==> config.mk <==
export PLATFORM = sky130hd
export DESIGN_NAME = sha256_stream_hasher
export DESIGN_NICKNAME = d
export VERILOG_FILES = /design/src/sha256_pkg.sv /design/src/sha256_sched.sv /design/src/sha256_core.sv /design/src/sha256_ctrl.sv /design/src/sha256_stream_hasher.sv
export SDC_FILE = /design/constraint.sdc
export NUM_CORES = 2
export LEC_CHECK = 0
export ABC_CLOCK_PERIOD_IN_PS = 42000
export BUFFER_PORTS_ARGS = -buffer_cell sky130_fd_sc_hd__buf_4
export CAP_MARGIN = 20
export CORE_MARGIN = 2
export CORE_UTILIZATION = 55
export DETAILED_ROUTE_END_ITERATION = 7
export PLACE_DENSITY = 0.71
export SYNTH_ARGS = -nofsm -noshare
export SYNTH_HDL_FRONTEND = slang
export SYNTH_SLANG_ARGS = --single-unit
==> constraint.sdc <==
create_clock -name clk_i -period 42 [get_ports clk_i]
set_input_delay 2.1 -clock clk_i [delete_from_list [all_inputs] [get_ports clk_i]]
set_output_delay 2.1 -clock clk_i [all_outputs]
set_load 0.02 [all_outputs]
==> src/sha256_pkg.sv <==
// Shared types, constants and round functions for the SHA-256 stream hasher.
package sha256_pkg;

  localparam int unsigned WordW  = 32;
  localparam int unsigned TotalW = 61;
  localparam int unsigned WinLen = 16;

  localparam logic OP_ABSORB = 1'b0;
  localparam logic OP_FINISH = 1'b1;

  localparam logic [5:0] BlockLast = 6'd63;
  localparam logic [5:0] LenStart  = 6'd56;
  localparam logic [5:0] RoundLast = 6'd63;
  localparam logic [2:0] WordLast  = 3'd7;
  localparam logic [7:0] PadMark   = 8'h80;

  localparam logic [WordW-1:0] RoundK [64] = '{
    32'h428a2f98, 32'h71374491, 32'hb5c0fbcf, 32'he9b5dba5,
    32'h3956c25b, 32'h59f111f1, 32'h923f82a4, 32'hab1c5ed5,
    32'hd807aa98, 32'h12835b01, 32'h243185be, 32'h550c7dc3,
    32'h72be5d74, 32'h80deb1fe, 32'h9bdc06a7, 32'hc19bf174,
    32'he49b69c1, 32'hefbe4786, 32'h0fc19dc6, 32'h240ca1cc,
    32'h2de92c6f, 32'h4a7484aa, 32'h5cb0a9dc, 32'h76f988da,
    32'h983e5152, 32'ha831c66d, 32'hb00327c8, 32'hbf597fc7,
    32'hc6e00bf3, 32'hd5a79147, 32'h06ca6351, 32'h14292967,
    32'h27b70a85, 32'h2e1b2138, 32'h4d2c6dfc, 32'h53380d13,
    32'h650a7354, 32'h766a0abb, 32'h81c2c92e, 32'h92722c85,
    32'ha2bfe8a1, 32'ha81a664b, 32'hc24b8b70, 32'hc76c51a3,
    32'hd192e819, 32'hd6990624, 32'hf40e3585, 32'h106aa070,
    32'h19a4c116, 32'h1e376c08, 32'h2748774c, 32'h34b0bcb5,
    32'h391c0cb3, 32'h4ed8aa4a, 32'h5b9cca4f, 32'h682e6ff3,
    32'h748f82ee, 32'h78a5636f, 32'h84c87814, 32'h8cc70208,
    32'h90befffa, 32'ha4506ceb, 32'hbef9a3f7, 32'hc67178f2
  };

  localparam logic [WordW-1:0] InitHash [8] = '{
    32'h6a09e667, 32'hbb67ae85, 32'h3c6ef372, 32'ha54ff53a,
    32'h510e527f, 32'h9b05688c, 32'h1f83d9ab, 32'h5be0cd19
  };

  typedef enum logic [2:0] {
    ST_IDLE,
    ST_PAD,
    ST_LOAD,
    ST_ROUND,
    ST_ADD,
    ST_EMIT
  } state_e;

  typedef struct packed {
    logic       op;
    logic [7:0] data_byte;
  } in_req_t;

  typedef struct packed {
    logic [WordW-1:0] digest_word;
    logic [2:0]       word_index;
    logic             last_word;
  } out_rsp_t;

  typedef struct packed {
    logic       shift_byte;
    logic [7:0] byte_val;
    logic       start_blk;
    logic       round_en;
    logic [5:0] round_idx;
    logic       add_hash;
    logic       rotate;
    logic       init_hash;
  } ctrl_t;

  function automatic logic [WordW-1:0] bsig0(input logic [WordW-1:0] x);
    return {x[1:0], x[31:2]} ^ {x[12:0], x[31:13]} ^ {x[21:0], x[31:22]};
  endfunction

  function automatic logic [WordW-1:0] bsig1(input logic [WordW-1:0] x);
    return {x[5:0], x[31:6]} ^ {x[10:0], x[31:11]} ^ {x[24:0], x[31:25]};
  endfunction

  function automatic logic [WordW-1:0] ssig0(input logic [WordW-1:0] x);
    return {x[6:0], x[31:7]} ^ {x[17:0], x[31:18]} ^ (x >> 3);
  endfunction

  function automatic logic [WordW-1:0] ssig1(input logic [WordW-1:0] x);
    return {x[16:0], x[31:17]} ^ {x[18:0], x[31:19]} ^ (x >> 10);
  endfunction

  function automatic logic [WordW-1:0] ch_fn(input logic [WordW-1:0] x,
                                             input logic [WordW-1:0] y,
                                             input logic [WordW-1:0] z);
    return (x & y) ^ (~x & z);
  endfunction

  function automatic logic [WordW-1:0] maj_fn(input logic [WordW-1:0] x,
                                              input logic [WordW-1:0] y,
                                              input logic [WordW-1:0] z);
    return (x & y) ^ (x & z) ^ (y & z);
  endfunction

endpackage

==> src/sha256_sched.sv <==
// Message window: byte loader and rolling 16-word schedule expansion.
module sha256_sched import sha256_pkg::*; (
  input  logic             clk_i,
  input  ctrl_t            ctrl_i,
  output logic [WordW-1:0] w_o
);

  logic [WordW-1:0] win_q [WinLen];
  logic [WordW-1:0] win_d [WinLen];
  logic [WordW-1:0] w_new;

  assign w_new = ssig1(win_q[1]) + win_q[6] + ssig0(win_q[14]) + win_q[15];
  assign w_o   = win_q[15];

  always_comb begin
    for (int i = 0; i < WinLen; i++) begin
      win_d[i] = win_q[i];
    end
    if (ctrl_i.shift_byte) begin
      win_d[0] = {win_q[0][23:0], ctrl_i.byte_val};
      for (int i = 1; i < WinLen; i++) begin
        win_d[i] = {win_q[i][23:0], win_q[i-1][31:24]};
      end
    end else if (ctrl_i.round_en) begin
      win_d[0] = w_new;
      for (int i = 1; i < WinLen; i++) begin
        win_d[i] = win_q[i-1];
      end
    end
  end

  always_ff @(posedge clk_i) begin
    for (int i = 0; i < WinLen; i++) begin
      win_q[i] <= win_d[i];
    end
  end

endmodule

==> src/sha256_core.sv <==
// Round unit: working variables, chaining hash and digest word rotation.
module sha256_core import sha256_pkg::*; (
  input  logic             clk_i,
  input  logic             rst_ni,
  input  ctrl_t            ctrl_i,
  input  logic [WordW-1:0] w_i,
  output logic [WordW-1:0] digest_o
);

  logic [WordW-1:0] work_q [8];
  logic [WordW-1:0] work_d [8];
  logic [WordW-1:0] hash_q [8];
  logic [WordW-1:0] hash_d [8];
  logic [WordW-1:0] t1;
  logic [WordW-1:0] t2;

  assign t1 = work_q[7] + bsig1(work_q[4]) + ch_fn(work_q[4], work_q[5], work_q[6]) +
              RoundK[ctrl_i.round_idx] + w_i;
  assign t2 = bsig0(work_q[0]) + maj_fn(work_q[0], work_q[1], work_q[2]);

  assign digest_o = hash_q[0];

  always_comb begin
    for (int i = 0; i < 8; i++) begin
      work_d[i] = work_q[i];
    end
    if (ctrl_i.start_blk) begin
      for (int i = 0; i < 8; i++) begin
        work_d[i] = hash_q[i];
      end
    end else if (ctrl_i.round_en) begin
      work_d[0] = t1 + t2;
      work_d[1] = work_q[0];
      work_d[2] = work_q[1];
      work_d[3] = work_q[2];
      work_d[4] = work_q[3] + t1;
      work_d[5] = work_q[4];
      work_d[6] = work_q[5];
      work_d[7] = work_q[6];
    end
  end

  always_comb begin
    for (int i = 0; i < 8; i++) begin
      hash_d[i] = hash_q[i];
    end
    if (ctrl_i.init_hash) begin
      for (int i = 0; i < 8; i++) begin
        hash_d[i] = InitHash[i];
      end
    end else if (ctrl_i.add_hash) begin
      for (int i = 0; i < 8; i++) begin
        hash_d[i] = hash_q[i] + work_q[i];
      end
    end else if (ctrl_i.rotate) begin
      for (int i = 0; i < 8; i++) begin
        hash_d[i] = hash_q[3'(i + 1)];
      end
    end
  end

  always_ff @(posedge clk_i) begin
    for (int i = 0; i < 8; i++) begin
      work_q[i] <= work_d[i];
    end
  end

  always_ff @(posedge clk_i or negedge rst_ni) begin
    if (!rst_ni) begin
      for (int i = 0; i < 8; i++) begin
        hash_q[i] <= InitHash[i];
      end
    end else begin
      for (int i = 0; i < 8; i++) begin
        hash_q[i] <= hash_d[i];
      end
    end
  end

endmodule

==> src/sha256_ctrl.sv <==
// Sequencer: request intake, padding, round counting and digest emission.
module sha256_ctrl import sha256_pkg::*; (
  input  logic    clk_i,
  input  logic    rst_ni,
  input  logic    in_valid_i,
  output logic    in_ready_o,
  input  in_req_t in_req_i,
  output logic    out_valid_o,
  input  logic    out_ready_i,
  output logic [2:0] word_idx_o,
  output ctrl_t   ctrl_o
);

  state_e             state_q, state_d;
  logic [5:0]         pending_q, pending_d;
  logic [TotalW-1:0]  total_q, total_d;
  logic [5:0]         round_q, round_d;
  logic [2:0]         word_q, word_d;
  logic               first_q, first_d;
  logic               fit_q, fit_d;
  logic               final_q, final_d;
  logic               pad_q, pad_d;
  logic [63:0]        bit_len;
  logic [5:0]         len_shamt;
  logic [7:0]         len_byte;
  logic [7:0]         pad_byte;

  assign bit_len   = {total_q, 3'b000};
  assign len_shamt = {~pending_q[2:0], 3'b000};
  assign len_byte  = 8'(bit_len >> len_shamt);
  assign word_idx_o = word_q;

  always_comb begin
    priority if (first_q) begin
      pad_byte = PadMark;
    end else if (fit_q && (pending_q >= LenStart)) begin
      pad_byte = len_byte;
    end else begin
      pad_byte = 8'h00;
    end
  end

  always_comb begin
    state_d     = state_q;
    pending_d   = pending_q;
    total_d     = total_q;
    round_d     = round_q;
    word_d      = word_q;
    first_d     = first_q;
    fit_d       = fit_q;
    final_d     = final_q;
    pad_d       = pad_q;
    ctrl_o      = '0;
    ctrl_o.round_idx = round_q;
    in_ready_o  = 1'b0;
    out_valid_o = 1'b0;
    unique case (state_q)
      ST_IDLE: begin
        in_ready_o = 1'b1;
        if (in_valid_i) begin
          if (in_req_i.op == OP_ABSORB) begin
            ctrl_o.shift_byte = 1'b1;
            ctrl_o.byte_val   = in_req_i.data_byte;
            pending_d = pending_q + 6'd1;
            total_d   = total_q + TotalW'(1);
            pad_d     = 1'b0;
            if (pending_q == BlockLast) begin
              state_d = ST_LOAD;
            end
          end else begin
            state_d = ST_PAD;
            first_d = 1'b1;
            fit_d   = 1'b0;
            final_d = 1'b0;
            pad_d   = 1'b1;
          end
        end
      end
      ST_PAD: begin
        ctrl_o.shift_byte = 1'b1;
        ctrl_o.byte_val   = pad_byte;
        pending_d = pending_q + 6'd1;
        first_d   = 1'b0;
        if (first_q && (pending_q < LenStart)) begin
          fit_d = 1'b1;
        end
        if (pending_q == BlockLast) begin
          if (fit_q) begin
            final_d = 1'b1;
          end else begin
            fit_d = 1'b1;
          end
          state_d = ST_LOAD;
        end
      end
      ST_LOAD: begin
        ctrl_o.start_blk = 1'b1;
        round_d = 6'd0;
        state_d = ST_ROUND;
      end
      ST_ROUND: begin
        ctrl_o.round_en = 1'b1;
        round_d = round_q + 6'd1;
        if (round_q == RoundLast) begin
          state_d = ST_ADD;
        end
      end
      ST_ADD: begin
        ctrl_o.add_hash = 1'b1;
        priority if (!pad_q) begin
          state_d = ST_IDLE;
        end else if (final_q) begin
          word_d  = 3'd0;
          state_d = ST_EMIT;
        end else begin
          state_d = ST_PAD;
        end
      end
      ST_EMIT: begin
        out_valid_o = 1'b1;
        if (out_ready_i) begin
          ctrl_o.rotate = 1'b1;
          word_d = word_q + 3'd1;
          if (word_q == WordLast) begin
            ctrl_o.init_hash = 1'b1;
            total_d   = '0;
            pending_d = '0;
            pad_d     = 1'b0;
            final_d   = 1'b0;
            state_d   = ST_IDLE;
          end
        end
      end
      default: begin
        state_d = ST_IDLE;
      end
    endcase
  end

  always_ff @(posedge clk_i or negedge rst_ni) begin
    if (!rst_ni) begin
      state_q   <= ST_IDLE;
      pending_q <= '0;
      total_q   <= '0;
      round_q   <= '0;
      word_q    <= '0;
      first_q   <= 1'b0;
      fit_q     <= 1'b0;
      final_q   <= 1'b0;
      pad_q     <= 1'b0;
    end else begin
      state_q   <= state_d;
      pending_q <= pending_d;
      total_q   <= total_d;
      round_q   <= round_d;
      word_q    <= word_d;
      first_q   <= first_d;
      fit_q     <= fit_d;
      final_q   <= final_d;
      pad_q     <= pad_d;
    end
  end

`ifndef ASSERT_OFF
  a_ready_excl: assert property (@(posedge clk_i) disable iff (!rst_ni)
    !(in_ready_o && out_valid_o))
    else $error("intake and digest output active together");

  a_emit_aligned: assert property (@(posedge clk_i) disable iff (!rst_ni)
    (state_q == ST_EMIT) |-> (pending_q == 6'd0))
    else $error("digest output with bytes pending");

  a_round_start: assert property (@(posedge clk_i) disable iff (!rst_ni)
    (state_q == ST_LOAD) |=> ((state_q == ST_ROUND) && (round_q == 6'd0)))
    else $error("compression did not start at round zero");

  a_final_fit: assert property (@(posedge clk_i) disable iff (!rst_ni)
    final_q |-> (fit_q && pad_q))
    else $error("final block marked without length placement");
`endif

endmodule

==> src/sha256_stream_hasher.sv <==
// SHA-256 stream hasher top level: byte intake, padding and digest output.
// Absorb request: one byte into the window; the 64th byte of a block starts compression.
// Compression: a load step, 64 rounds on the single shared round unit, 1 hash add.
// Finish: one padding byte per cycle to the block end, then each padded block is compressed,
// then eight digest words, one per accepted cycle. Intake is not ready during compression.
// Reset: hash at the initial values, byte and length counters zero, ready for intake.
module sha256_stream_hasher import sha256_pkg::*; (
  input  logic     clk_i,
  input  logic     rst_ni,
  input  logic     in_valid_i,
  output logic     in_ready_o,
  input  in_req_t  in_req_i,
  output logic     out_valid_o,
  input  logic     out_ready_i,
  output out_rsp_t out_rsp_o
);

  ctrl_t            ctrl;
  logic [WordW-1:0] w_cur;
  logic [WordW-1:0] digest;
  logic [2:0]       word_idx;

  sha256_ctrl u_ctrl (
    .clk_i       (clk_i),
    .rst_ni      (rst_ni),
    .in_valid_i  (in_valid_i),
    .in_ready_o  (in_ready_o),
    .in_req_i    (in_req_i),
    .out_valid_o (out_valid_o),
    .out_ready_i (out_ready_i),
    .word_idx_o  (word_idx),
    .ctrl_o      (ctrl)
  );

  sha256_sched u_sched (
    .clk_i  (clk_i),
    .ctrl_i (ctrl),
    .w_o    (w_cur)
  );

  sha256_core u_core (
    .clk_i    (clk_i),
    .rst_ni   (rst_ni),
    .ctrl_i   (ctrl),
    .w_i      (w_cur),
    .digest_o (digest)
  );

  always_comb begin
    out_rsp_o.digest_word = digest;
    out_rsp_o.word_index  = word_idx;
    out_rsp_o.last_word   = (word_idx == WordLast);
  end

endmodule
==> flow_summary.json <==
{
  "synth_top_area_share": 0.309,
  "die_area_um2": 139000,
  "cts_sinks": 1107,
  "cts_tree": "built",
  "cp_slowest_cell": "ha_1",
  "viasPerCell": 6.14,
  "netlist_area_um2": 74600,
  "synth.area.top_cells": "edfxtp_1, nand2_1, dfrtp_1, ha_1, fa_1",
  "htree_levels": 3,
  "ys_seq_area_frac": 0.425,
  "arrival_ns": 11.23,
  "final_util": 0.593,
  "drive_gt1_frac": 0.0963,
  "chipWidth_um": 372,
  "critPathBufInv": 4,
  "cts_resized": 0,
  "vias": 58254,
  "clockBufferDepth": 3,
  "synth_ff_type": "edfxtp_1",
  "hold_path_depth": 2,
  "cp.required_ns": 42.48,
  "ys_types": 99,
  "postCtsHoldBufs": 0,
  "grt_pass1_wl_um": 342000,
  "synth_cells": 7826,
  "io_pins": 51,
  "cts_buffers": 119,
  "ys.warnings.count": 0,
  "antenna_found_initial": 2,
  "num_rows": 135,
  "clock.fmax_ghz": 0.0931,
  "place_congestion": 0.993,
  "final-seq-area_um2": 31700,
  "synth_nets": 8429,
  "floorplan.die.height_um": 372,
  "dpl.hpwl_um": 162000,
  "drc": 0,
  "post_drt_wl_per_cell_um": 23.7,
  "cp-end-kind": "register",
  "period_needed_ns": 10.75,
  "yosysTopAreaCell": "edfxtp_1",
  "startpoint_type": "register",
  "fill_cells": 11615,
  "synth_common_cells": "nand2_1, edfxtp_1, o21ai_0",
  "io_buffer_count": 50,
  "place_area_um2": 76000,
  "slowest_delay_ns": 0.87,
  "fin_crit_sh": 0.256,
  "status": "complete, no violations",
  "clock_latency_ns": 0.79,
  "finalNetCount": 8204,
  "initial_core_util": 0.552,
  "finalSetupTns_ns": 0,
  "ant_nets": 0,
  "skew_ns": 0.0740,
  "overflow": 0,
  "hold_viol_final": 0,
  "yosysMostFrequentCell": "nand2_1",
  "ys_seq_elements": 1107,
  "fp.coreArea_um2": 135000,
  "relSlewSlack": 0.210,
  "firstDrtPassIters": 6,
  "setup_viol": 0,
  "r2r_setup_slack_ns": 31.25,
  "syn_avg_cell_area_um2": 9.53,
  "async_flop_share": 0.306,
  "drv_slew": 0,
  "synth_edf_count": 768,
  "grt_max_degree": 245,
  "worstPathMaxFanout": 19,
  "postCtsSetupBuffers": 0,
  "tightest_slew_ns": 1.17,
  "wl_um": 225000,
  "multi_input_area_um2": 40100,
  "crit_cells": 37,
  "grt_pass1_vias": 55862,
  "max-cap-violations": 0,
  "cts.reportedPaths.clkPinSlew_ns": 0.06,
  "root_buffer": "clkbuf_16",
  "drt-initial-drc-count": 6428,
  "fin_area_um2": 80100,
  "n_antenna_cell": 0,
  "syn_to_final_growth_pct": 7.31,
  "path_class": "register to register",
  "track_usage": 0.322,
  "ff2ff_path_depth": 37,
  "crit_family": "adder cells",
  "rsz0062_at_grt": "no",
  "hold_class": "register to register"
}
-- sequential cells by signal, summed over array words and instances (netlist names) --
name               flops
u_sched.win_q        512
u_ctrl.total_q        61
u_ctrl.state_q         3
u_core.work_q        256
u_core.hash_q        224
u_ctrl.final_q         1
u_ctrl.word_idx_o      3
u_ctrl.fit_q           1
u_ctrl.pending_q       6
u_ctrl.first_q         1
u_ctrl.round_q         6
u_core.digest_o       32
u_ctrl.pad_q           1
-- final cells by class --
| type | instances | area share |
|---|---|---|
| well taps | 1781 | 0.0278 |
| clock inverters | 57 | 0.00866 |
| multi-input cells | 5975 | 0.500 |
| clock buffers | 171 | 0.0412 |
| flip-flops and latches | 1107 | 0.396 |
| repair buffers | 123 | 0.0128 |
| inverters | 275 | 0.0130 |
-- cell families (layout without fill, tap and decap cells) --
kind of cell | after synthesis | after routing | share of synthesized area
AND/OR/NAND/NOR | 2712 | 2712 | 0.153
adder cells (fa/ha/maj) | 613 | 613 | 0.122
multiplexers | 259 | 259 | 0.0414
buffers and inverters | 744 | 626 | 0.0392
flip-flops | 1107 | 1107 | 0.425
XOR/XNOR | 621 | 621 | 0.0731
AO/OA/AOI/OAI | 1770 | 1770 | 0.147
-- worst paths after layout --
kind,startpoint,endpoint
min,u_core.hash_q[208],u_core.digest_o[16]
max in group asynchronous,rst_ni,u_ctrl.total_q[5]
min reg2reg,u_core.hash_q[208],u_core.digest_o[16]
max,u_ctrl.round_q[1],u_core.work_q[0][31]
max reg2reg,u_ctrl.round_q[1],u_core.work_q[0][31]
min in group asynchronous,rst_ni,u_core.hash_q[93]
-- stage by stage --
step | setup slack [ns] | std cells | hold WS [ns]
floorplan | 23.58 | 7826 | 0.450
global placement | 31.34 | 9259 | 0.476
detailed placement | 31.34 | 9259 | 0.502
CTS | 31.34 | 9487 | 0.505
global route | 30.58 | 9489 | 0.528
finish | 31.25 | 9489 | 0.514
-- layer usage --
layer / part of all wire / global-route usage / vias to the layer above / wire length, um
met1: 0.44 / 0.475 / 28604 / 98700
met2: 0.44 / 0.490 / 2396 / 99600
met5: 0.000058 / 0 / - / 13
met3: 0.083 / 0.0441 / 350 / 18700
met4: 0.035 / 0.108 / 2 / 7760
li1: - / - / 26902 / -
-- worst reg2reg max path: cells and delay by family, from the launching register on --
kind	cells	cell delay, ns
AO/OA/AOI/OAI	15	2.67
XOR/XNOR	3	0.75
adder cells (fa/ha/maj)	7	3.44
buffers and inverters	4	0.86
flip-flops	1	0.32
multiplexers	1	0.53
AND/OR/NAND/NOR	7	1.94
-- cell usage in the layout (no fill, tap or decap), types with 22 or more instances in the layout --
cell type | netlist | final
xor2_1 | 242 | 242
or3_1 | 37 | 37
clkbuf_1 | 399 | 42
nand4_1 | 39 | 39
nand2b_1 | 65 | 64
a211oi_1 | 42 | 42
o21a_1 | 48 | 47
a31oi_1 | 62 | 62
nor2b_1 | 58 | 58
o21bai_1 | 44 | 44
o31ai_1 | 38 | 38
nor2_1 | 357 | 353
o21ai_0 | 532 | 531
nand3_1 | 105 | 105
mux2_2 | 215 | 215
a22oi_1 | 41 | 41
maj3_1 | 23 | 23
ha_1 | 395 | 395
buf_4 | 32 | 116
o211ai_1 | 22 | 22
clkinv_2 | 0 | 23
o22ai_1 | 26 | 26
fa_1 | 195 | 195
xnor2_1 | 378 | 378
edfxtp_1 | 768 | 768
inv_1 | 272 | 271
clkbuf_16 | 0 | 121
and3_1 | 39 | 39
a21o_1 | 190 | 190
nand2_1 | 1836 | 1833
dfrtp_1 | 203 | 200
dfstp_2 | 136 | 136
mux2i_1 | 26 | 26
a21oi_1 | 491 | 490
nor3_1 | 82 | 81
Power is left out: the tool's default activity adds up to more than one toggle a clock period on the data nets, which glitch-free logic cannot reach.
